File: src/rtl/lrs_pkg.sv
// Shared package for the linear 48 kHz stereo resampler.
// Holds widths, rate constants, register indexes and the payload/control structs.
// No dependencies.
`timescale 1ns / 1ps

package lrs_pkg;

  // Sample and rate widths
  localparam int SAMPLE_W    = 24;
  localparam int OUT_RATE    = 48000;
  localparam int HALF_RATE   = OUT_RATE / 2;
  localparam int RATE_MIN    = 8000;
  localparam int RATE_MAX    = 192000;
  localparam int RATE_RESET  = 48000;
  localparam int MAX_RESULTS = 16;

  localparam int RATE_W     = 18;
  localparam int CH_W       = 2;
  localparam int CFG_IDX_W  = 4;
  localparam int CFG_DATA_W = RATE_W;

  // Sequencer state widths
  localparam int PH_W   = 18;  // running phase, holds up to 48000 + max rate
  localparam int TAIL_W = 22;  // signed tail margin kept between frames
  localparam int M_W    = 24;  // signed margin while generating
  localparam int CNT_W  = 5;   // outputs per frame, 0..16
  localparam int PHS_W  = 16;  // phase handed to the lanes, 0..48000

  // Register indexes
  localparam logic [CFG_IDX_W-1:0] REG_INPUT_RATE    = CFG_IDX_W'(0);
  localparam logic [CFG_IDX_W-1:0] REG_CHANNEL_COUNT = CFG_IDX_W'(1);

  // Channel count codes
  localparam logic [CH_W-1:0] CH_MONO   = CH_W'(1);
  localparam logic [CH_W-1:0] CH_STEREO = CH_W'(2);

  // Lane arithmetic: round(mag*p/48000) via reciprocal multiply plus correction.
  // 48000 = 375 << 7; the estimate uses the top YH_W bits of mag*p + 24000.
  localparam int D_W    = SAMPLE_W + 1;
  localparam int X_W    = SAMPLE_W + PHS_W;
  localparam int YH_W   = D_W;
  localparam int YH_SH  = X_W - YH_W;
  localparam int DIV_SH = 7;
  localparam int DIV_K  = OUT_RATE / (1 << DIV_SH);
  localparam longint RECIP = (longint'(1) << (YH_SH - DIV_SH + YH_W)) / DIV_K;

  typedef struct packed {
    logic signed [SAMPLE_W-1:0] in_left;
    logic signed [SAMPLE_W-1:0] in_right;
    logic                       in_last;
  } in_t;

  typedef struct packed {
    logic signed [SAMPLE_W-1:0] out_left;
    logic signed [SAMPLE_W-1:0] out_right;
    logic                       out_last;
  } out_t;

  // Issue slot from sequencer to both lanes
  typedef struct packed {
    logic             vld;
    logic             last;
    logic [PHS_W-1:0] phase;
  } iss_t;

  // Endpoints of one channel's interpolation
  typedef struct packed {
    logic signed [SAMPLE_W-1:0] a;
    logic signed [SAMPLE_W-1:0] b;
  } lane_req_t;

  typedef struct packed {
    logic                       vld;
    logic                       last;
    logic signed [SAMPLE_W-1:0] smp;
  } lane_out_t;

  typedef enum logic {
    ST_IDLE,
    ST_GEN
  } seq_state_t;

endpackage

File: src/rtl/lrs_merge.sv
// Output stage: joins the left and right lane results into one stereo frame.
// Depends on lrs_pkg. Drives the pipeline advance from the output handshake.
`timescale 1ns / 1ps

module lrs_merge import lrs_pkg::*; (
  input  logic      clk,
  input  logic      rst_n,
  input  lane_out_t lane_l,
  input  lane_out_t lane_r,
  input  logic      out_ready,
  output logic      out_valid,
  output out_t      out_data,
  output logic      adv
);

  logic out_valid_r;
  out_t out_r, out_nxt;

  // Whole pipeline moves when the output register is empty or being drained
  assign adv = !out_valid_r || out_ready;

  always_comb begin
    out_nxt.out_left  = lane_l.smp;
    out_nxt.out_right = lane_r.smp;
    out_nxt.out_last  = lane_l.last;
  end

  always_ff @(posedge clk) begin
    if (!rst_n) begin
      out_valid_r <= 1'b0;
    end else if (adv) begin
      out_valid_r <= lane_l.vld;
    end
  end

  always_ff @(posedge clk) begin
    if (adv) begin
      out_r <= out_nxt;
    end
  end

  assign out_valid = out_valid_r;
  assign out_data  = out_r;

endmodule

File: config.mk
export PLATFORM = sky130hd
export DESIGN_NAME = lrs_merge
export DESIGN_NICKNAME = d
export VERILOG_FILES = /design/src/rtl/lrs_pkg.sv /design/src/rtl/lrs_merge.sv
export SDC_FILE = /design/constraint.sdc
export NUM_CORES = 1
export LEC_CHECK = 0
export ABC_AREA = 1
export BUFFER_PORTS_ARGS = -buffer_cell sky130_fd_sc_hd__buf_2
export CORE_MARGIN = 5
export CORE_UTILIZATION = 40
export CTS_CLUSTER_DIAMETER = 60
export CTS_CLUSTER_SIZE = 10
export DETAILED_ROUTE_END_ITERATION = 7
export PLACE_DENSITY = 0.87
export SYNTH_ARGS = -nofsm -noshare
export SYNTH_HDL_FRONTEND = slang
export SYNTH_SLANG_ARGS = --single-unit
File: constraint.sdc
create_clock -name clk -period 2.6 [get_ports clk]
set_clock_uncertainty 0.1 [all_clocks]
set_input_delay 0.13 -clock clk [delete_from_list [all_inputs] [get_ports clk]]
set_output_delay 0.13 -clock clk [all_outputs]
set_load 0.005 [all_outputs]
==> metrics.cfg <==
[cells_and_area]
nets=272
areaGrowthSynthToFinish_pct=76.8
final_util=0.733
diodes=0
fin_area_sq_um=2680
drive_gt1_frac=0.514

[synthesis]
yosysTopAreaCellShare=0.969
synth_edf_count=49
ys_seq_elements=50
synth-warning-count=0
synthTopCellsByCount=edfxtp_1 (49), inv_1 (3), a21oi_2 (1), dfxtp_1 (1), nand2_2 (1)
async_reset_ff_frac=0
synth.distinct_cells=5
syn_inst=55
syn-cell-area_sq_um=1520
synth.area.top_cells=edfxtp_1 (97%), dfxtp_1 (1.3%), inv_1 (0.74%)
syn_avg_cell_area_sq_um=27.6
synth.most_common_cell=edfxtp_1
syn-num-nets=110
yosysSeqAreaShare=0.983
synthFlopType=edfxtp_1
synth_top_area_cell=edfxtp_1

[worst_setup_path]
slowest_stage=dlygate4sd3_1
cp_num_cells=4
cp_slowest_stage_delay_ns=0.56
endpoint=out_valid
r2r_cells=4
cp.arrival_ns=2.13
rr_startpoint=out_valid
rrSetupSlack_ns=0.55
path_buf_inv=2
worst-endpoint-required_ns=2.67
start_kind=flop
crit_type=reg2reg
path_cells=nand2_2 > buf_4 > a21oi_2 > dlygate4sd3_1
cp-end-kind=flop
crit_start=out_valid
crit_family=buffers and inverters
crit_fanout=27
r2r_end=out_valid

[placed_design]
place.detailed.hpwl_um=2450
placed_area_sq_um=2100
finalWeightedCongestion=0.654
portBuffers=103

[route]
vias=1107
drt_iter0_markers=42
dr.pass1.iters=4
wl_per_cell_um=15.2
viasPerCell=4.19
antenna_left=0
route.detailed.drc=0
drt-total-wl_um=4010

[grt]
gr-total-overflow=0
grt_usage=0.166
grt_max_degree=28
grt_pass1_wl_um=6130
antenna_found_initial=0
grt_pass1_vias=1241

[timing]
fmax_mhz=487
slew_headroom=0.630
min_period_ns=2.05
hold_viol=0
tightest_slew_ns=0.554
grt_setup_unrepaired=no
finalCritPeriodShare=0.790
setup_viol=0
slew_viol_final=0
whs_ns=0.444
setup_tns_ns=0

[pwr]
pwr_density_cell_nw_per_um2=568
p_leak_nw=1.20
finalPower_mw=1.53
peakVddDrop_v=0.000539

[clocking]
clk_pin_slew_worst_paths_ns=0.08
worstSkewPairLatency_ns=0.28
cts_tree=done
cts.sinks=50
cts.htree.levels=2
ctsResizeCount=0
cts_buffer_depth=2
cts_root_buf=clkbuf_8
cts_buffers=5

[die]
core_region_area_sq_um=3660
die-area_sq_um=5130
fp.dieH_um=71.6
io_pins=106
die_width_um=71.6
row_count=22
start_util=0.415

[hold_path]
hold_depth=2
min_path_type=in2reg

[status]
status=finished clean

[run]
cap_violations=0

through the flow:
step,setup slack [ns],instances
after floorplan,1.16,55
after global placement,1.02,207
after detailed placement,0.994,207
after CTS,0.550,264
after global routing,0.445,264
final,0.546,264
where the power goes:
part	switching (mW)	internal, mW	total [mW]
registers	0.0140	0.945	0.959
clock network	0.213	0.176	0.388
logic	0.0648	0.113	0.178
final cells by class:
type,count,area (sq um)
clock buffer,5,68.8
multi-input combinational,2,15.0
tap,48,60.1
clock inverter,1,3.75
timing repair buffer,155,1030
fill,231,977
inverter,3,11.3
sequential,50,1490
sequential cells by signal (all words and copies together), names as in the netlist:
| signal | cells |
|---|---|
| out_data | 49 |
| out_valid | 1 |
per-layer routing:
metal,up-vias,GRT usage,share of wire,routed length [um]
met5,-,0,0,0
met4,0,0.0438,0.0042,17
met3,2,0.0870,0.10,405
met2,64,0.316,0.56,2250
met1,506,0.152,0.33,1340
li1,535,-,-,-
cells by family after synthesis:
family | after synthesis | synth area share
simple gates | 1 | 0.00412
buf+inv | 3 | 0.00742
flops | 50 | 0.983
compound gates | 1 | 0.00577
how the worst min path moves through the flow:
stage               startpoint      endpoint  slack (ns)
global placement     lane_l[1]  out_data[26]        0.21
detailed placement  lane_r[21]  out_data[22]        0.21
finish               lane_r[9]  out_data[10]        0.44
global route         lane_r[9]  out_data[10]        0.44
floorplan           lane_l[24]   out_data[0]        0.13
CTS                 lane_r[13]  out_data[14]        0.44
worst reg2reg max path, stage by stage, from the launching register on:
cell and delay [ns]:
dfxtp_1 0.33, nand2_2 0.42, buf_4 0.44, a21oi_2 0.09, dlygate4sd3_1 0.56
cell usage in the layout (no fill, tap or decap):
cell type	count
a21oi_2	1
buf_2	103
buf_4	1
clkbuf_8	5
clkinv_1	1
dfxtp_1	1
dlygate4sd3_1	51
edfxtp_1	49
inv_1	3
nand2_2	1
repair_timing:
item                                   in CTS  in global routing
hold buffers                               51                  0
endpoints found under the hold margin      50                  0
setup buffers                               0                  0
(Power assumes the default switching activity.)
