`src/rtl/lrs_pkg.sv`:
```
// Shared package for the linear 48 kHz stereo resampler.
// Holds widths, rate constants, register indexes and the payload/control structs.
// No dependencies.
`timescale 1ns / 1ps

package lrs_pkg;

  // Sample and rate widths
  localparam int SAMPLE_W    = 24;
  localparam int OUT_RATE    = 48000;
  localparam int HALF_RATE   = OUT_RATE / 2;
  localparam int RATE_MIN    = 8000;
  localparam int RATE_MAX    = 192000;
  localparam int RATE_RESET  = 48000;
  localparam int MAX_RESULTS = 16;

  localparam int RATE_W     = 18;
  localparam int CH_W       = 2;
  localparam int CFG_IDX_W  = 4;
  localparam int CFG_DATA_W = RATE_W;

  // Sequencer state widths
  localparam int PH_W   = 18;  // running phase, holds up to 48000 + max rate
  localparam int TAIL_W = 22;  // signed tail margin kept between frames
  localparam int M_W    = 24;  // signed margin while generating
  localparam int CNT_W  = 5;   // outputs per frame, 0..16
  localparam int PHS_W  = 16;  // phase handed to the lanes, 0..48000

  // Register indexes
  localparam logic [CFG_IDX_W-1:0] REG_INPUT_RATE    = CFG_IDX_W'(0);
  localparam logic [CFG_IDX_W-1:0] REG_CHANNEL_COUNT = CFG_IDX_W'(1);

  // Channel count codes
  localparam logic [CH_W-1:0] CH_MONO   = CH_W'(1);
  localparam logic [CH_W-1:0] CH_STEREO = CH_W'(2);

  // Lane arithmetic: round(mag*p/48000) via reciprocal multiply plus correction.
  // 48000 = 375 << 7; the estimate uses the top YH_W bits of mag*p + 24000.
  localparam int D_W    = SAMPLE_W + 1;
  localparam int X_W    = SAMPLE_W + PHS_W;
  localparam int YH_W   = D_W;
  localparam int YH_SH  = X_W - YH_W;
  localparam int DIV_SH = 7;
  localparam int DIV_K  = OUT_RATE / (1 << DIV_SH);
  localparam longint RECIP = (longint'(1) << (YH_SH - DIV_SH + YH_W)) / DIV_K;

  typedef struct packed {
    logic signed [SAMPLE_W-1:0] in_left;
    logic signed [SAMPLE_W-1:0] in_right;
    logic                       in_last;
  } in_t;

  typedef struct packed {
    logic signed [SAMPLE_W-1:0] out_left;
    logic signed [SAMPLE_W-1:0] out_right;
    logic                       out_last;
  } out_t;

  // Issue slot from sequencer to both lanes
  typedef struct packed {
    logic             vld;
    logic             last;
    logic [PHS_W-1:0] phase;
  } iss_t;

  // Endpoints of one channel's interpolation
  typedef struct packed {
    logic signed [SAMPLE_W-1:0] a;
    logic signed [SAMPLE_W-1:0] b;
  } lane_req_t;

  typedef struct packed {
    logic                       vld;
    logic                       last;
    logic signed [SAMPLE_W-1:0] smp;
  } lane_out_t;

  typedef enum logic {
    ST_IDLE,
    ST_GEN
  } seq_state_t;

endpackage

```
`src/rtl/lrs_lane.sv`:
```
// One channel's interpolation pipeline: a + round((b-a)*p/48000) in four stages.
// Depends on lrs_pkg. Advances only when the output side can take data.
`timescale 1ns / 1ps

module lrs_lane import lrs_pkg::*; (
  input  logic      clk,
  input  logic      rst_n,
  input  logic      adv,
  input  iss_t      iss,
  input  lane_req_t req,
  output lane_out_t res
);

  localparam logic [YH_W-1:0] RECIP_V = YH_W'(RECIP);
  localparam logic [X_W-1:0]  HALF_X  = X_W'(HALF_RATE);
  localparam logic [X_W-1:0]  RATE_X  = X_W'(OUT_RATE);
  localparam logic [X_W-1:0]  RATE2_X = X_W'(2 * OUT_RATE);

  // Stage 1: magnitude of the difference times phase, plus half for rounding
  logic signed [D_W-1:0]      d;
  logic signed [D_W-1:0]      d_abs;
  logic [SAMPLE_W-1:0]        mag;
  logic [X_W-1:0]             x1_nxt;
  logic                       v1_r, l1_r, neg1_r;
  logic signed [SAMPLE_W-1:0] a1_r;
  logic [X_W-1:0]             x1_r;

  assign d      = $signed({req.b[SAMPLE_W-1], req.b}) - $signed({req.a[SAMPLE_W-1], req.a});
  assign d_abs  = d[D_W-1] ? -d : d;
  assign mag    = d_abs[SAMPLE_W-1:0];
  assign x1_nxt = {{PHS_W{1'b0}}, mag} * {{SAMPLE_W{1'b0}}, iss.phase} + HALF_X;

  always_ff @(posedge clk) begin
    if (!rst_n) begin
      v1_r <= 1'b0;
    end else if (adv) begin
      v1_r <= iss.vld;
    end
  end

  always_ff @(posedge clk) begin
    if (adv) begin
      l1_r   <= iss.last;
      neg1_r <= d[D_W-1];
      a1_r   <= req.a;
      x1_r   <= x1_nxt;
    end
  end

  // Stage 2: quotient estimate by reciprocal, low by at most two
  logic [2*YH_W-1:0]          prod2;
  logic [YH_W-1:0]            qe2_nxt;
  logic                       v2_r, l2_r, neg2_r;
  logic signed [SAMPLE_W-1:0] a2_r;
  logic [X_W-1:0]             x2_r;
  logic [YH_W-1:0]            qe2_r;

  assign prod2   = {{YH_W{1'b0}}, x1_r[X_W-1:YH_SH]} * {{YH_W{1'b0}}, RECIP_V};
  assign qe2_nxt = prod2[2*YH_W-1:YH_W];

  always_ff @(posedge clk) begin
    if (!rst_n) begin
      v2_r <= 1'b0;
    end else if (adv) begin
      v2_r <= v1_r;
    end
  end

  always_ff @(posedge clk) begin
    if (adv) begin
      l2_r   <= l1_r;
      neg2_r <= neg1_r;
      a2_r   <= a1_r;
      x2_r   <= x1_r;
      qe2_r  <= qe2_nxt;
    end
  end

  // Stage 3: back-multiply the estimate
  logic [X_W-1:0]             t3_nxt;
  logic                       v3_r, l3_r, neg3_r;
  logic signed [SAMPLE_W-1:0] a3_r;
  logic [X_W-1:0]             x3_r, t3_r;
  logic [YH_W-1:0]            qe3_r;

  assign t3_nxt = {{(X_W-YH_W){1'b0}}, qe2_r} * RATE_X;

  always_ff @(posedge clk) begin
    if (!rst_n) begin
      v3_r <= 1'b0;
    end else if (adv) begin
      v3_r <= v2_r;
    end
  end

  always_ff @(posedge clk) begin
    if (adv) begin
      l3_r   <= l2_r;
      neg3_r <= neg2_r;
      a3_r   <= a2_r;
      x3_r   <= x2_r;
      t3_r   <= t3_nxt;
      qe3_r  <= qe2_r;
    end
  end

  // Stage 4: remainder correction and apply the step to a
  logic [X_W-1:0]             rem;
  logic [YH_W-1:0]            q;
  logic signed [YH_W:0]       a_ext;
  logic signed [YH_W:0]       q_ext;
  logic signed [YH_W:0]       sum4;
  lane_out_t                  out_nxt;
  logic                       out_vld_r;
  logic                       out_last_r;
  logic signed [SAMPLE_W-1:0] out_smp_r;

  assign rem   = x3_r - t3_r;
  assign q     = (rem >= RATE2_X) ? qe3_r + YH_W'(2) :
                 (rem >= RATE_X)  ? qe3_r + YH_W'(1) : qe3_r;
  assign a_ext = $signed({{(YH_W+1-SAMPLE_W){a3_r[SAMPLE_W-1]}}, a3_r});
  assign q_ext = $signed({1'b0, q});
  assign sum4  = neg3_r ? a_ext - q_ext : a_ext + q_ext;

  always_comb begin
    out_nxt.vld  = v3_r;
    out_nxt.last = l3_r;
    out_nxt.smp  = sum4[SAMPLE_W-1:0];
  end

  always_ff @(posedge clk) begin
    if (!rst_n) begin
      out_vld_r <= 1'b0;
    end else if (adv) begin
      out_vld_r <= out_nxt.vld;
    end
  end

  always_ff @(posedge clk) begin
    if (adv) begin
      out_last_r <= out_nxt.last;
      out_smp_r  <= out_nxt.smp;
    end
  end

  always_comb begin
    res.vld  = out_vld_r;
    res.last = out_last_r;
    res.smp  = out_smp_r;
  end

endmodule

```
`config.mk`:
```
export PLATFORM = sky130hd
export DESIGN_NAME = lrs_lane
export DESIGN_NICKNAME = d
export VERILOG_FILES = /design/src/rtl/lrs_pkg.sv /design/src/rtl/lrs_lane.sv
export SDC_FILE = /design/constraint.sdc
export NUM_CORES = 2
export LEC_CHECK = 0
export BUFFER_PORTS_ARGS = -buffer_cell sky130_fd_sc_hd__buf_2
export CORE_UTILIZATION = 58
export DETAILED_ROUTE_END_ITERATION = 8
export PLACE_DENSITY = 0.86
export SLEW_MARGIN = 20
export SYNTH_ARGS = -nofsm -noshare
export SYNTH_HDL_FRONTEND = slang
export SYNTH_SLANG_ARGS = --single-unit
```
`constraint.sdc`:
```
create_clock -name clk -period 13.1 [get_ports clk]
set_input_delay 1.965 -clock clk [delete_from_list [all_inputs] [get_ports clk]]
set_output_delay 1.965 -clock clk [all_outputs]
set_load 0.02 [all_outputs]
```
==> flow_summary.json <==
{
  "status": "complete, no violations",
  "synth_seq_cells": 287,
  "fillCellCount": 5387,
  "synth_edf_count": 283,
  "synth_area_leaders": "fa_1 32%, edfxtp_1 20%, ha_1 16%, inv_1 8.0%, xnor2_1 2.8%",
  "synth_commonest_cells": "898 x inv_1, 684 x fa_1, 538 x ha_1, 306 x nand2_1, 283 x edfxtp_1",
  "drcViolationCount": 0,
  "synth_most_common_cell": "inv_1",
  "cpMostUsedCell": "fa_1",
  "end_kind": "flop",
  "postRouteWirelength_um": 98500,
  "crit_family": "compound AO/OA/AOI/OAI gates",
  "critPathLaunch": "req[0]",
  "die_w_um": 272,
  "hpwl_um": 76900,
  "firstDrtPassIters": 6,
  "fin_tns_setup_ps": 0,
  "port_buffers": 94,
  "root_buffer": "clkbuf_16",
  "dr.first_iter.drc_count": 2050,
  "critPathArrivalTime_ps": 12260,
  "seq_area_frac_synth_pct": 20.3,
  "fmaxAchievable_mhz": 83.5,
  "syn_area_per_cell_um2": 10.4,
  "viasPerCell": 5.77,
  "vias": 29500,
  "die_y_um": 272,
  "wl_per_cell_um": 19.3,
  "grt_overflow": 0,
  "slew_viol_final": 0,
  "clockBufferDepth": 3,
  "post-route-min-period_ps": 11970,
  "post_cts_resized": 0,
  "cts_buffers": 34,
  "core-area_mm2": 0.0719,
  "cpPeakStageDelay_ps": 560,
  "synth_top_area_share_pct": 32.3,
  "reg2reg_from": "qe3_r[0]$_DFFE_PP_",
  "cts_setup_buffers": 0,
  "grtUsageTotal_pct": 27.5,
  "num_rows": 98,
  "critPathMaxFanout": 21,
  "netlist_instances": 4067,
  "design.portCount": 95,
  "nets": 5431,
  "cp-start-kind": "input port",
  "yosys_warnings": 0,
  "yosys.area.top_type": "fa_1",
  "grt_setup_unrepaired": "false",
  "htreeDepth": 2,
  "grt_pass1_vias": 31700,
  "place_ws_ps": 692,
  "slowest_stage": "fa_1",
  "cts_tree": "done",
  "antenna_cells": 0,
  "hold_violations": 0,
  "area_growth_pct": 6.20,
  "synth_nets": 5358,
  "cts_sinks": 287,
  "hold_buffers": 0,
  "initial_utilization_pct": 59.0,
  "worstHoldStart": "a1_r[3]$_DFFE_PP_",
  "grt_max_degree": 117,
  "worst-path-buf-inv": 7,
  "required_ps": 13400,
  "gp_congestion": 0.924,
  "worst_pin_slew_ps": 1080,
  "synth-async-reset-ratio_pct": 0,
  "critPathKind": "in -> reg",
  "synth_cell_types": 93,
  "finalSetupViolCount": 0,
  "antenna_found_initial": 0,
  "grt_pass1_wl_um": 162000,
  "fin_skew_ps": 22.7,
  "fin_ws_ps": 1130,
  "ant_nets": 0,
  "cts.clk_slew.worst_paths_ps": 60,
  "drv_cap": 0,
  "clk-insertion-delay-late_ps": 570,
  "synth_ff_type": "edfxtp_1",
  "max_slew_margin_pct": 28.1,
  "netlist_area_mm2": 0.0424,
  "die-area_mm2": 0.0741,
  "hp-class": "reg -> reg",
  "fin_crit_sh_pct": 91.4,
  "drive_gt1_share_pct": 5.55
}
layout make-up:
class	count	area [um2]	area share, %
multi-input cells	2792	30000	66.8
flip-flops and latches	287	8580	19.1
inverters	898	3370	7.49
well taps	950	1190	2.64
clock buffers	40	895	1.99
repair buffers	127	728	1.62
clock inverters	20	175	0.389
cells by family after synthesis:
kind of cell | synth area share (%)
adders and majority gates | 48.2
buffers and inverters | 8.86
xor gates and xnor gates | 4.11
muxes | 0.405
and+or+nand+nor | 10.3
DFF | 20.3
AOI/OAI and AO/OA | 7.88
registers in the layout (all words and copies together) (netlist names), 25 cells and up:
signal  count
t3_r       32
x1_r       33
x2_r       33
qe2_r      25
x3_r       33
per-stage QoR:
| step | std cells | hold slack (ps) | cell area, um2 | util, % |
|---|---|---|---|---|
| after CTS | 5114 | 414 | 45000 | 62.6 |
| after detailed placement | 5054 | 405 | 43900 | 61.1 |
| after floorplan | 4067 | 400 | 42400 | - |
| after global routing | 5114 | 420 | 45000 | 62.6 |
| final | 5114 | 413 | 45000 | 62.6 |
| after global placement | 5054 | 401 | 43900 | 61.1 |
worst register-to-register path: cells and delay by family, from the launching register on:
family,cells,cell delay (ps)
AOI/OAI and AO/OA,16,3930
and+or+nand+nor,8,2270
adders and majority gates,4,1310
xor gates and xnor gates,3,600
DFF,1,520
buffers and inverters,1,100
per-layer routing:
layer	wire length, um	part of all wire (%)	vias to the layer above	global-route usage, %
met5	0	0	-	0
met4	4420	4.5	0	11.4
met3	6870	7.0	313	3.52
met2	48700	49	1212	46.9
met1	38500	39	14700	35.5
li1	-	-	13200	-
path summary, 6_finish.rpt:
kind              slack [ps]                      end  cells after the start
setup / recovery        1130       x1_r[39]$_DFFE_PP_                     40
hold / removal           410        a2_r[3]$_DFFE_PP_                      0
setup reg to reg        4140  out_smp_r[23]$_DFFE_PP_                     32
hold reg to reg          410        a2_r[3]$_DFFE_PP_                      0
cell usage in the layout, fill, tap and decap left out, types with 18 or more instances in the layout:
master       n
buf_4       33
fa_1       684
o21bai_1    31
nand3_1     43
xnor2_1    132
edfxtp_1   283
nor2_1     108
o21ai_0     65
nor2b_1     34
a21oi_1    149
o21a_1      30
nor3_1      46
nand2b_1    26
and3_1      32
xor2_1      64
and2_1     183
or3_1       18
nand2_1    306
clkbuf_16   35
inv_1      898
buf_2       93
a211oi_1    18
a21o_1      52
ha_1       538
Power is left out: the tool's default activity adds up to more than one toggle a clock period on the data nets, which glitch-free logic cannot reach.
