File: config.mk
export PLATFORM = sky130hd
export DESIGN_NAME = lrs_seq
export DESIGN_NICKNAME = d
export VERILOG_FILES = /design/src/rtl/lrs_pkg.sv /design/src/rtl/lrs_seq.sv
export SDC_FILE = /design/constraint.sdc
export NUM_CORES = 1
export LEC_CHECK = 0
export ABC_AREA = 1
export BUFFER_PORTS_ARGS = -buffer_cell sky130_fd_sc_hd__buf_2
export CORE_MARGIN = 5
export CORE_UTILIZATION = 50
export CTS_CLUSTER_DIAMETER = 40
export CTS_CLUSTER_SIZE = 20
export DETAILED_ROUTE_END_ITERATION = 12
export GPL_TIMING_DRIVEN = 0
export PLACE_DENSITY = 0.74
export RECOVER_POWER = 50
export SLEW_MARGIN = 10
export SYNTH_ARGS = -nofsm -noshare
export SYNTH_HDL_FRONTEND = slang
export SYNTH_SLANG_ARGS = --single-unit
File: constraint.sdc
create_clock -name clk -period 3.7 [get_ports clk]
set_input_delay 0.185 -clock clk [delete_from_list [all_inputs] [get_ports clk]]
set_output_delay 0.185 -clock clk [all_outputs]
set_load 0.01 [all_outputs]
File: src/rtl/lrs_pkg.sv
// Shared package for the linear 48 kHz stereo resampler.
// Holds widths, rate constants, register indexes and the payload/control structs.
// No dependencies.
`timescale 1ns / 1ps

package lrs_pkg;

  // Sample and rate widths
  localparam int SAMPLE_W    = 24;
  localparam int OUT_RATE    = 48000;
  localparam int HALF_RATE   = OUT_RATE / 2;
  localparam int RATE_MIN    = 8000;
  localparam int RATE_MAX    = 192000;
  localparam int RATE_RESET  = 48000;
  localparam int MAX_RESULTS = 16;

  localparam int RATE_W     = 18;
  localparam int CH_W       = 2;
  localparam int CFG_IDX_W  = 4;
  localparam int CFG_DATA_W = RATE_W;

  // Sequencer state widths
  localparam int PH_W   = 18;  // running phase, holds up to 48000 + max rate
  localparam int TAIL_W = 22;  // signed tail margin kept between frames
  localparam int M_W    = 24;  // signed margin while generating
  localparam int CNT_W  = 5;   // outputs per frame, 0..16
  localparam int PHS_W  = 16;  // phase handed to the lanes, 0..48000

  // Register indexes
  localparam logic [CFG_IDX_W-1:0] REG_INPUT_RATE    = CFG_IDX_W'(0);
  localparam logic [CFG_IDX_W-1:0] REG_CHANNEL_COUNT = CFG_IDX_W'(1);

  // Channel count codes
  localparam logic [CH_W-1:0] CH_MONO   = CH_W'(1);
  localparam logic [CH_W-1:0] CH_STEREO = CH_W'(2);

  // Lane arithmetic: round(mag*p/48000) via reciprocal multiply plus correction.
  // 48000 = 375 << 7; the estimate uses the top YH_W bits of mag*p + 24000.
  localparam int D_W    = SAMPLE_W + 1;
  localparam int X_W    = SAMPLE_W + PHS_W;
  localparam int YH_W   = D_W;
  localparam int YH_SH  = X_W - YH_W;
  localparam int DIV_SH = 7;
  localparam int DIV_K  = OUT_RATE / (1 << DIV_SH);
  localparam longint RECIP = (longint'(1) << (YH_SH - DIV_SH + YH_W)) / DIV_K;

  typedef struct packed {
    logic signed [SAMPLE_W-1:0] in_left;
    logic signed [SAMPLE_W-1:0] in_right;
    logic                       in_last;
  } in_t;

  typedef struct packed {
    logic signed [SAMPLE_W-1:0] out_left;
    logic signed [SAMPLE_W-1:0] out_right;
    logic                       out_last;
  } out_t;

  // Issue slot from sequencer to both lanes
  typedef struct packed {
    logic             vld;
    logic             last;
    logic [PHS_W-1:0] phase;
  } iss_t;

  // Endpoints of one channel's interpolation
  typedef struct packed {
    logic signed [SAMPLE_W-1:0] a;
    logic signed [SAMPLE_W-1:0] b;
  } lane_req_t;

  typedef struct packed {
    logic                       vld;
    logic                       last;
    logic signed [SAMPLE_W-1:0] smp;
  } lane_out_t;

  typedef enum logic {
    ST_IDLE,
    ST_GEN
  } seq_state_t;

endpackage

File: src/rtl/lrs_seq.sv
// Frame sequencer: configuration registers, track state and phase accumulator.
// Depends on lrs_pkg. Issues one output per unstalled cycle to both lanes.
`timescale 1ns / 1ps

module lrs_seq import lrs_pkg::*; (
  input  logic                  clk,
  input  logic                  rst_n,
  input  logic                  cfg_valid,
  output logic                  cfg_ready,
  input  logic [CFG_IDX_W-1:0]  cfg_index,
  input  logic [CFG_DATA_W-1:0] cfg_data,
  input  logic                  in_valid,
  output logic                  in_ready,
  input  in_t                   in_data,
  input  logic                  adv,
  output iss_t                  iss,
  output lane_req_t             req_l,
  output lane_req_t             req_r
);

  localparam logic [PH_W-1:0]     OUT_RATE_PH  = PH_W'(OUT_RATE);
  localparam logic [PHS_W-1:0]    OUT_RATE_PHS = PHS_W'(OUT_RATE);
  localparam logic [RATE_W-1:0]   RATE_LO      = RATE_W'(RATE_MIN);
  localparam logic [RATE_W-1:0]   RATE_HI      = RATE_W'(RATE_MAX);
  localparam logic signed [M_W-1:0]    OUT_RATE_M = M_W'(OUT_RATE);
  localparam logic signed [TAIL_W-1:0] OUT_RATE_T = TAIL_W'(OUT_RATE);

  // More outputs for this frame at phase p, margin m, count n
  function automatic logic gen_more(input logic lst, input logic [PH_W-1:0] p,
                                    input logic signed [M_W-1:0] m,
                                    input logic [CNT_W-1:0] n,
                                    input logic [RATE_W-1:0] rate);
    logic signed [M_W:0] m2;
    logic signed [M_W:0] rs;
    logic                cap_ok;
    m2     = {m, 1'b0};
    rs     = $signed({{(M_W+1-RATE_W){1'b0}}, rate});
    cap_ok = (n < CNT_W'(MAX_RESULTS));
    if (lst) begin
      gen_more = cap_ok && ((n == '0) || (m2 >= rs));
    end else begin
      gen_more = cap_ok && (p < OUT_RATE_PH);
    end
  endfunction

  seq_state_t                 state_r, state_nxt;
  logic [RATE_W-1:0]          rate_cfg_r;
  logic [CH_W-1:0]            chan_cfg_r;
  logic signed [SAMPLE_W-1:0] prev_l_r, prev_l_nxt, prev_r_r, prev_r_nxt;
  logic signed [SAMPLE_W-1:0] cur_l_r, cur_l_nxt, cur_r_r, cur_r_nxt;
  logic                       have_prev_r, have_prev_nxt, last_r, last_nxt;
  logic [PH_W-1:0]            phase_r, phase_nxt, p_r, p_nxt;
  logic signed [TAIL_W-1:0]   tail_r, tail_nxt;
  logic signed [M_W-1:0]      m_r, m_nxt;
  logic [CNT_W-1:0]           n_r, n_nxt;
  logic [RATE_W-1:0]          rate_r, rate_nxt;

  logic                       accept, mono;
  logic [RATE_W-1:0]          rate_clamp;
  logic signed [SAMPLE_W-1:0] cl, cr;
  logic                       p_lt, more, more_step, issue, finish;
  logic [PH_W:0]              p_sum;
  logic [PH_W-1:0]            p_step, p_fin;
  logic signed [M_W-1:0]      m_step, m_fin;
  logic [CNT_W-1:0]           n_step;

  // Configuration writes
  assign cfg_ready = 1'b1;

  always_ff @(posedge clk) begin
    if (!rst_n) begin
      rate_cfg_r <= RATE_W'(RATE_RESET);
      chan_cfg_r <= CH_STEREO;
    end else if (cfg_valid) begin
      case (cfg_index)
        REG_INPUT_RATE:    rate_cfg_r <= cfg_data;
        REG_CHANNEL_COUNT: chan_cfg_r <= cfg_data[CH_W-1:0];
        default: ;
      endcase
    end
  end

  // Input side decode
  assign in_ready   = (state_r == ST_IDLE);
  assign accept     = in_valid && in_ready;
  assign mono       = (chan_cfg_r == CH_MONO);
  assign rate_clamp = (rate_cfg_r < RATE_LO) ? RATE_LO :
                      (rate_cfg_r > RATE_HI) ? RATE_HI : rate_cfg_r;
  assign cl         = in_data.in_left;
  assign cr         = mono ? in_data.in_left : in_data.in_right;

  // Generation step and one-ahead lookahead
  assign p_lt      = (p_r < OUT_RATE_PH);
  assign p_sum     = {1'b0, p_r} + {{(PH_W+1-RATE_W){1'b0}}, rate_r};
  assign p_step    = p_lt ? p_sum[PH_W-1:0] : p_r;
  assign m_step    = m_r - $signed({{(M_W-RATE_W){1'b0}}, rate_r});
  assign n_step    = n_r + CNT_W'(1);
  assign more      = gen_more(last_r, p_r, m_r, n_r, rate_r);
  assign more_step = gen_more(last_r, p_step, m_step, n_step, rate_r);
  assign issue     = (state_r == ST_GEN) && more && adv;
  assign finish    = (state_r == ST_GEN) && (!more || (issue && !more_step));
  assign p_fin     = more ? p_step : p_r;
  assign m_fin     = more ? m_step : m_r;

  // Next state
  always_comb begin
    state_nxt = state_r;
    case (state_r)
      ST_IDLE: begin
        if (accept && (have_prev_r || in_data.in_last)) begin
          state_nxt = ST_GEN;
        end
      end
      ST_GEN: begin
        if (finish) begin
          state_nxt = ST_IDLE;
        end
      end
      default: state_nxt = ST_IDLE;
    endcase
  end

  // Datapath updates and issue
  always_comb begin
    prev_l_nxt    = prev_l_r;
    prev_r_nxt    = prev_r_r;
    cur_l_nxt     = cur_l_r;
    cur_r_nxt     = cur_r_r;
    have_prev_nxt = have_prev_r;
    last_nxt      = last_r;
    phase_nxt     = phase_r;
    tail_nxt      = tail_r;
    p_nxt         = p_r;
    m_nxt         = m_r;
    n_nxt         = n_r;
    rate_nxt      = rate_r;
    case (state_r)
      ST_IDLE: begin
        if (accept) begin
          cur_l_nxt = cl;
          cur_r_nxt = cr;
          last_nxt  = in_data.in_last;
          rate_nxt  = rate_clamp;
          n_nxt     = '0;
          if (!have_prev_r) begin
            // first frame of a track: becomes the previous frame
            prev_l_nxt = cl;
            prev_r_nxt = cr;
            phase_nxt  = '0;
            p_nxt      = '0;
            m_nxt      = OUT_RATE_M;
            if (!in_data.in_last) begin
              have_prev_nxt = 1'b1;
              tail_nxt      = OUT_RATE_T;
            end else begin
              tail_nxt = '0;
            end
          end else begin
            p_nxt = phase_r;
            m_nxt = $signed({{(M_W-TAIL_W){tail_r[TAIL_W-1]}}, tail_r}) + OUT_RATE_M;
          end
        end
      end
      ST_GEN: begin
        if (issue) begin
          p_nxt = p_step;
          m_nxt = m_step;
          n_nxt = n_step;
        end
        if (finish) begin
          if (last_r) begin
            // track done: back to reset state
            prev_l_nxt    = '0;
            prev_r_nxt    = '0;
            have_prev_nxt = 1'b0;
            phase_nxt     = '0;
            tail_nxt      = '0;
          end else begin
            prev_l_nxt = cur_l_r;
            prev_r_nxt = cur_r_r;
            phase_nxt  = (p_fin >= OUT_RATE_PH) ? p_fin - OUT_RATE_PH : '0;
            tail_nxt   = m_fin[TAIL_W-1:0];
          end
        end
      end
      default: ;
    endcase
  end

  always_comb begin
    iss.vld   = issue;
    iss.last  = last_r && !more_step;
    iss.phase = p_lt ? p_r[PHS_W-1:0] : OUT_RATE_PHS;
    req_l.a   = prev_l_r;
    req_l.b   = cur_l_r;
    req_r.a   = prev_r_r;
    req_r.b   = cur_r_r;
  end

  // Registers
  always_ff @(posedge clk) begin
    if (!rst_n) begin
      state_r     <= ST_IDLE;
      have_prev_r <= 1'b0;
      prev_l_r    <= '0;
      prev_r_r    <= '0;
      phase_r     <= '0;
      tail_r      <= '0;
      last_r      <= 1'b0;
      p_r         <= '0;
      m_r         <= '0;
      n_r         <= '0;
      rate_r      <= RATE_W'(RATE_RESET);
    end else begin
      state_r     <= state_nxt;
      have_prev_r <= have_prev_nxt;
      prev_l_r    <= prev_l_nxt;
      prev_r_r    <= prev_r_nxt;
      phase_r     <= phase_nxt;
      tail_r      <= tail_nxt;
      last_r      <= last_nxt;
      p_r         <= p_nxt;
      m_r         <= m_nxt;
      n_r         <= n_nxt;
      rate_r      <= rate_nxt;
    end
  end

  always_ff @(posedge clk) begin
    cur_l_r <= cur_l_nxt;
    cur_r_r <= cur_r_nxt;
  end

endmodule

==> impl_metrics.py <==
metrics = {
    "power": {
        "p_clk_frac": 0.336,
        "switching_share": 0.378,
        "p_switching_w": 0.00387,
        "seq_power_share": 0.291,
        "comb_power_share": 0.372,
        "p_int_w": 0.00638,
        "vdd_drop_max_mv": 0.302,
        "power_w": 0.0102,
        "leakagePower_nw": 8.82,
        "power-per-cell-area_mw_per_mm2": 546,
    },
    "placement": {
        "gp_congestion": 0.984,
        "portBuffers": 190,
        "dp_hpwl_mm": 38.9,
        "dpl_cell_area_mm2": 0.0158,
    },
    "die": {
        "core_mm2": 0.0285,
        "die_height_um": 179,
        "ioPinCount": 192,
        "die_x_um": 179,
        "rows": 62,
        "initial_core_util": 0.503,
        "dieArea_mm2": 0.0321,
    },
    "synth": {
        "synth_fp_nets": 2320,
        "avgSynthCellArea_um2": 6.61,
        "async_flop_share": 0,
        "synth_most_common_cell": "nand2_1",
        "ys.flop_type": "dfxtp_1",
        "syn_area_mm2": 0.0143,
        "synth_warnings": 0,
        "synth_cell_types": 51,
        "ys_ff_latch": 224,
        "synth.top_cell.area_share": 0.246,
        "synth.area.top_cells": "dfxtp_1, nand2_1, edfxtp_1, inv_1, nor2_1",
        "netlist_top_cells_count": "nand2_1, inv_1, nor2_1",
        "ys_seq_area_frac": 0.346,
        "yosysTopAreaCell": "dfxtp_1",
        "synth-edff-count": 48,
        "netlist_instances": 2168,
    },
    "worst_setup_path": {
        "start_kind": "flip-flop",
        "crit_arrival_ns": 4.74,
        "cp_max_fo": 6,
        "cpPeakStageDelay_ns": 0.33,
        "end_kind": "flip-flop",
        "crit_required_ns": 4.14,
        "ff2ff_path_depth": 33,
        "cp.buffers_inverters": 5,
        "crit_path_frequent_cell": "nand2_1",
        "r2r_end": "prev_l_r[13]",
        "slowest_stage": "dfxtp_2",
        "r2r_start": "rate_r[7]",
        "crit_family": "simple AND/OR/NAND/NOR gates",
        "reg2reg_slack_ns": -0.60,
        "critPathKind": "flip-flop to flip-flop",
    },
    "clock_tree": {
        "tritoncts": "yes",
        "clk_pin_slew_ns": 0.05,
        "cts_buffers": 35,
        "cts.sinks": 224,
        "clock_latency_ns": 0.51,
        "clock_path_buffers": 3,
        "htreeDepth": 2,
        "cts_root_buffer": "clkbuf_16",
    },
    "cells_and_area": {
        "post-route-util": 0.659,
        "drive_above_1_share": 0.172,
        "final_cell_area_mm2": 0.0188,
        "area.growth.synth_to_final_pct": 31.0,
        "final_nets": 2637,
    },
    "timing": {
        "grt_setup_unrepaired": "true",
        "hold_violations": 0,
        "worstMarginPinSlew_ns": 1.80,
        "fin_worst_skew_ns": 0.0147,
        "fin_crit_ns": 4.30,
        "slew_viol_final": 58,
        "setup_slack_ns": -0.599,
        "max_freq_ghz": 0.233,
        "fin_crit_sh": 1.16,
        "setup_viol": 92,
        "slew_headroom": -0.200,
    },
    "detailed_routing": {
        "drt_first_iter_violations": 1568,
        "detail_route.wl_per_cell_um": 18.5,
        "wirelength_mm": 53.6,
        "antenna_left": 0,
        "vias": 16000,
        "drc": 0,
        "dr.pass1.iters": 6,
        "viasPerCell": 5.52,
    },
    "flow_run": {
        "max_cap_violations": 2,
    },
    "global_routing": {
        "grt_use_total": 0.310,
        "grt_pass1_wl_mm": 78.0,
        "grt_start_max_net_pins": 29,
        "grt-ovfl-total": 0,
        "grt_pass1_vias": 14800,
        "grt_antenna_before_repair": 0,
    },
    "min_path": {
        "whs_path_depth": 3,
        "whs_endpoint": "cur_r_r[18]",
        "hold_path.class": "input port to flip-flop",
        "min-delay-start": "in_data[19]",
    },
    "run_status": {
        "violations": "max-capacitance violations, max-slew violations, negative setup slack",
        "status": "finished, violations left",
    },
}
==> final cells by class <==
type / count / area, µm²
Antenna cell: 3 / 7.51
Buffer: 92 / 566
Clock buffer: 42 / 963
Clock inverter: 21 / 265
Fill cell: 2525 / 9700
Inverter: 301 / 1140
Multi-Input combinational cell: 1551 / 8650
Sequential cell: 224 / 5010
Tap cell: 384 / 480
Timing Repair Buffer: 280 / 1690
==> cell usage in the layout, fill, tap and decap left out, types with 35 or more instances in the layout <==
cell type      count
a21oi_1          113
buf_2             79
buf_4             39
clkbuf_1         179
clkbuf_16         40
dfxtp_1          154
dlygate4sd3_1     42
edfxtp_1          48
ha_1              57
inv_1            278
nand2_1          555
nand2_2           55
nand3_1           80
nand4_1           35
nor2_1           232
o21ai_0          166
==> stage by stage <==
stage          hold slack (ns)  setup TNS [ns]  instances  setup slack (ns)
2_1_floorplan            0.284          -0.106       2168           -0.0144
3_3_place_gp             0.378         -148.09       2742             -1.16
3_5_place_dp             0.377          -99.66       2744             -1.18
4_1_cts                0.00652          -39.32       2878            -0.491
5_1_grt                 0.0302          -75.33       2895            -0.900
6_report                0.0195          -47.73       2898            -0.599
==> worst register-to-register path: cells and delay by family (launching register included) <==
kind                       cells  cell delay [ns]
AOI/OAI and AO/OA              3             0.48
DFF                            1             0.33
and+or+nand+nor               22             2.01
buffers and inverters          5             0.70
xor gates and xnor gates       1             0.20
adders and majority gates      2             0.52
==> timing repair <==
item | CTS | global route
pin swaps | 26 | 29
setup endpoints to repair | 91 | 137
gates cloned | 1 | 6
gates resized for setup | 133 | 138
buffers inserted | 28 | 11
hold buffers | 42 | 0
endpoints found under the hold margin | 44 | 0
==> kinds of logic (layout without fill, tap and decap cells) <==
logic type	after synthesis	count (layout)	share of synthesized area
AO/OA/AOI/OAI	398	398	0.159
XOR/XNOR	29	29	0.0177
adder cells (fa/ha/maj)	76	76	0.0674
buffers and inverters	393	736	0.110
flip-flops	224	224	0.346
other	1	4	0.000262
AND/OR/NAND/NOR	1047	1047	0.299
==> power groups by stage <==
stage                     sequential (W)  combinational (W)  clock, W
final                            0.00299            0.00381   0.00345
after global routing             0.00300            0.00416   0.00358
after CTS                        0.00297            0.00345   0.00346
after detailed placement         0.00301            0.00311         0
after global placement           0.00300            0.00306         0
after floorplan                  0.00301            0.00210         0
==> how the worst max path moves through the flow <==
stage | startpoint | end | slack, ns | cells after the start
floorplan | m_r[0] | tail_r[1] | -0.01 | 33
global placement | m_r[0] | prev_l_r[9] | -1.16 | 33
detailed placement | m_r[0] | prev_r_r[12] | -1.18 | 33
CTS | rate_r[0] | tail_r[20] | -0.49 | 33
global route | rate_r[7] | prev_l_r[13] | -0.90 | 33
finish | rate_r[7] | prev_l_r[13] | -0.60 | 33
==> per-layer routing <==
layer	GRT usage	vias to the layer above	wire length (µm)
li1	-	7661	-
met1	0.407	7335	21500
met2	0.506	797	24800
met3	0.0445	194	4630
met4	0.140	0	2710
met5	0	-	0
==> flip-flops by register name, summed over array words and instances (netlist names) <==
register and count:
cur_l_r 24, cur_r_r 24, m_r 24, prev_l_r 24, prev_r_r 24, tail_r 22, p_r 18, phase_r 18
rate_cfg_r 18, rate_r 18, n_r 5, chan_cfg_r 2, have_prev_r 1, last_r 1, state_r 1
(Power assumes the default switching activity.)
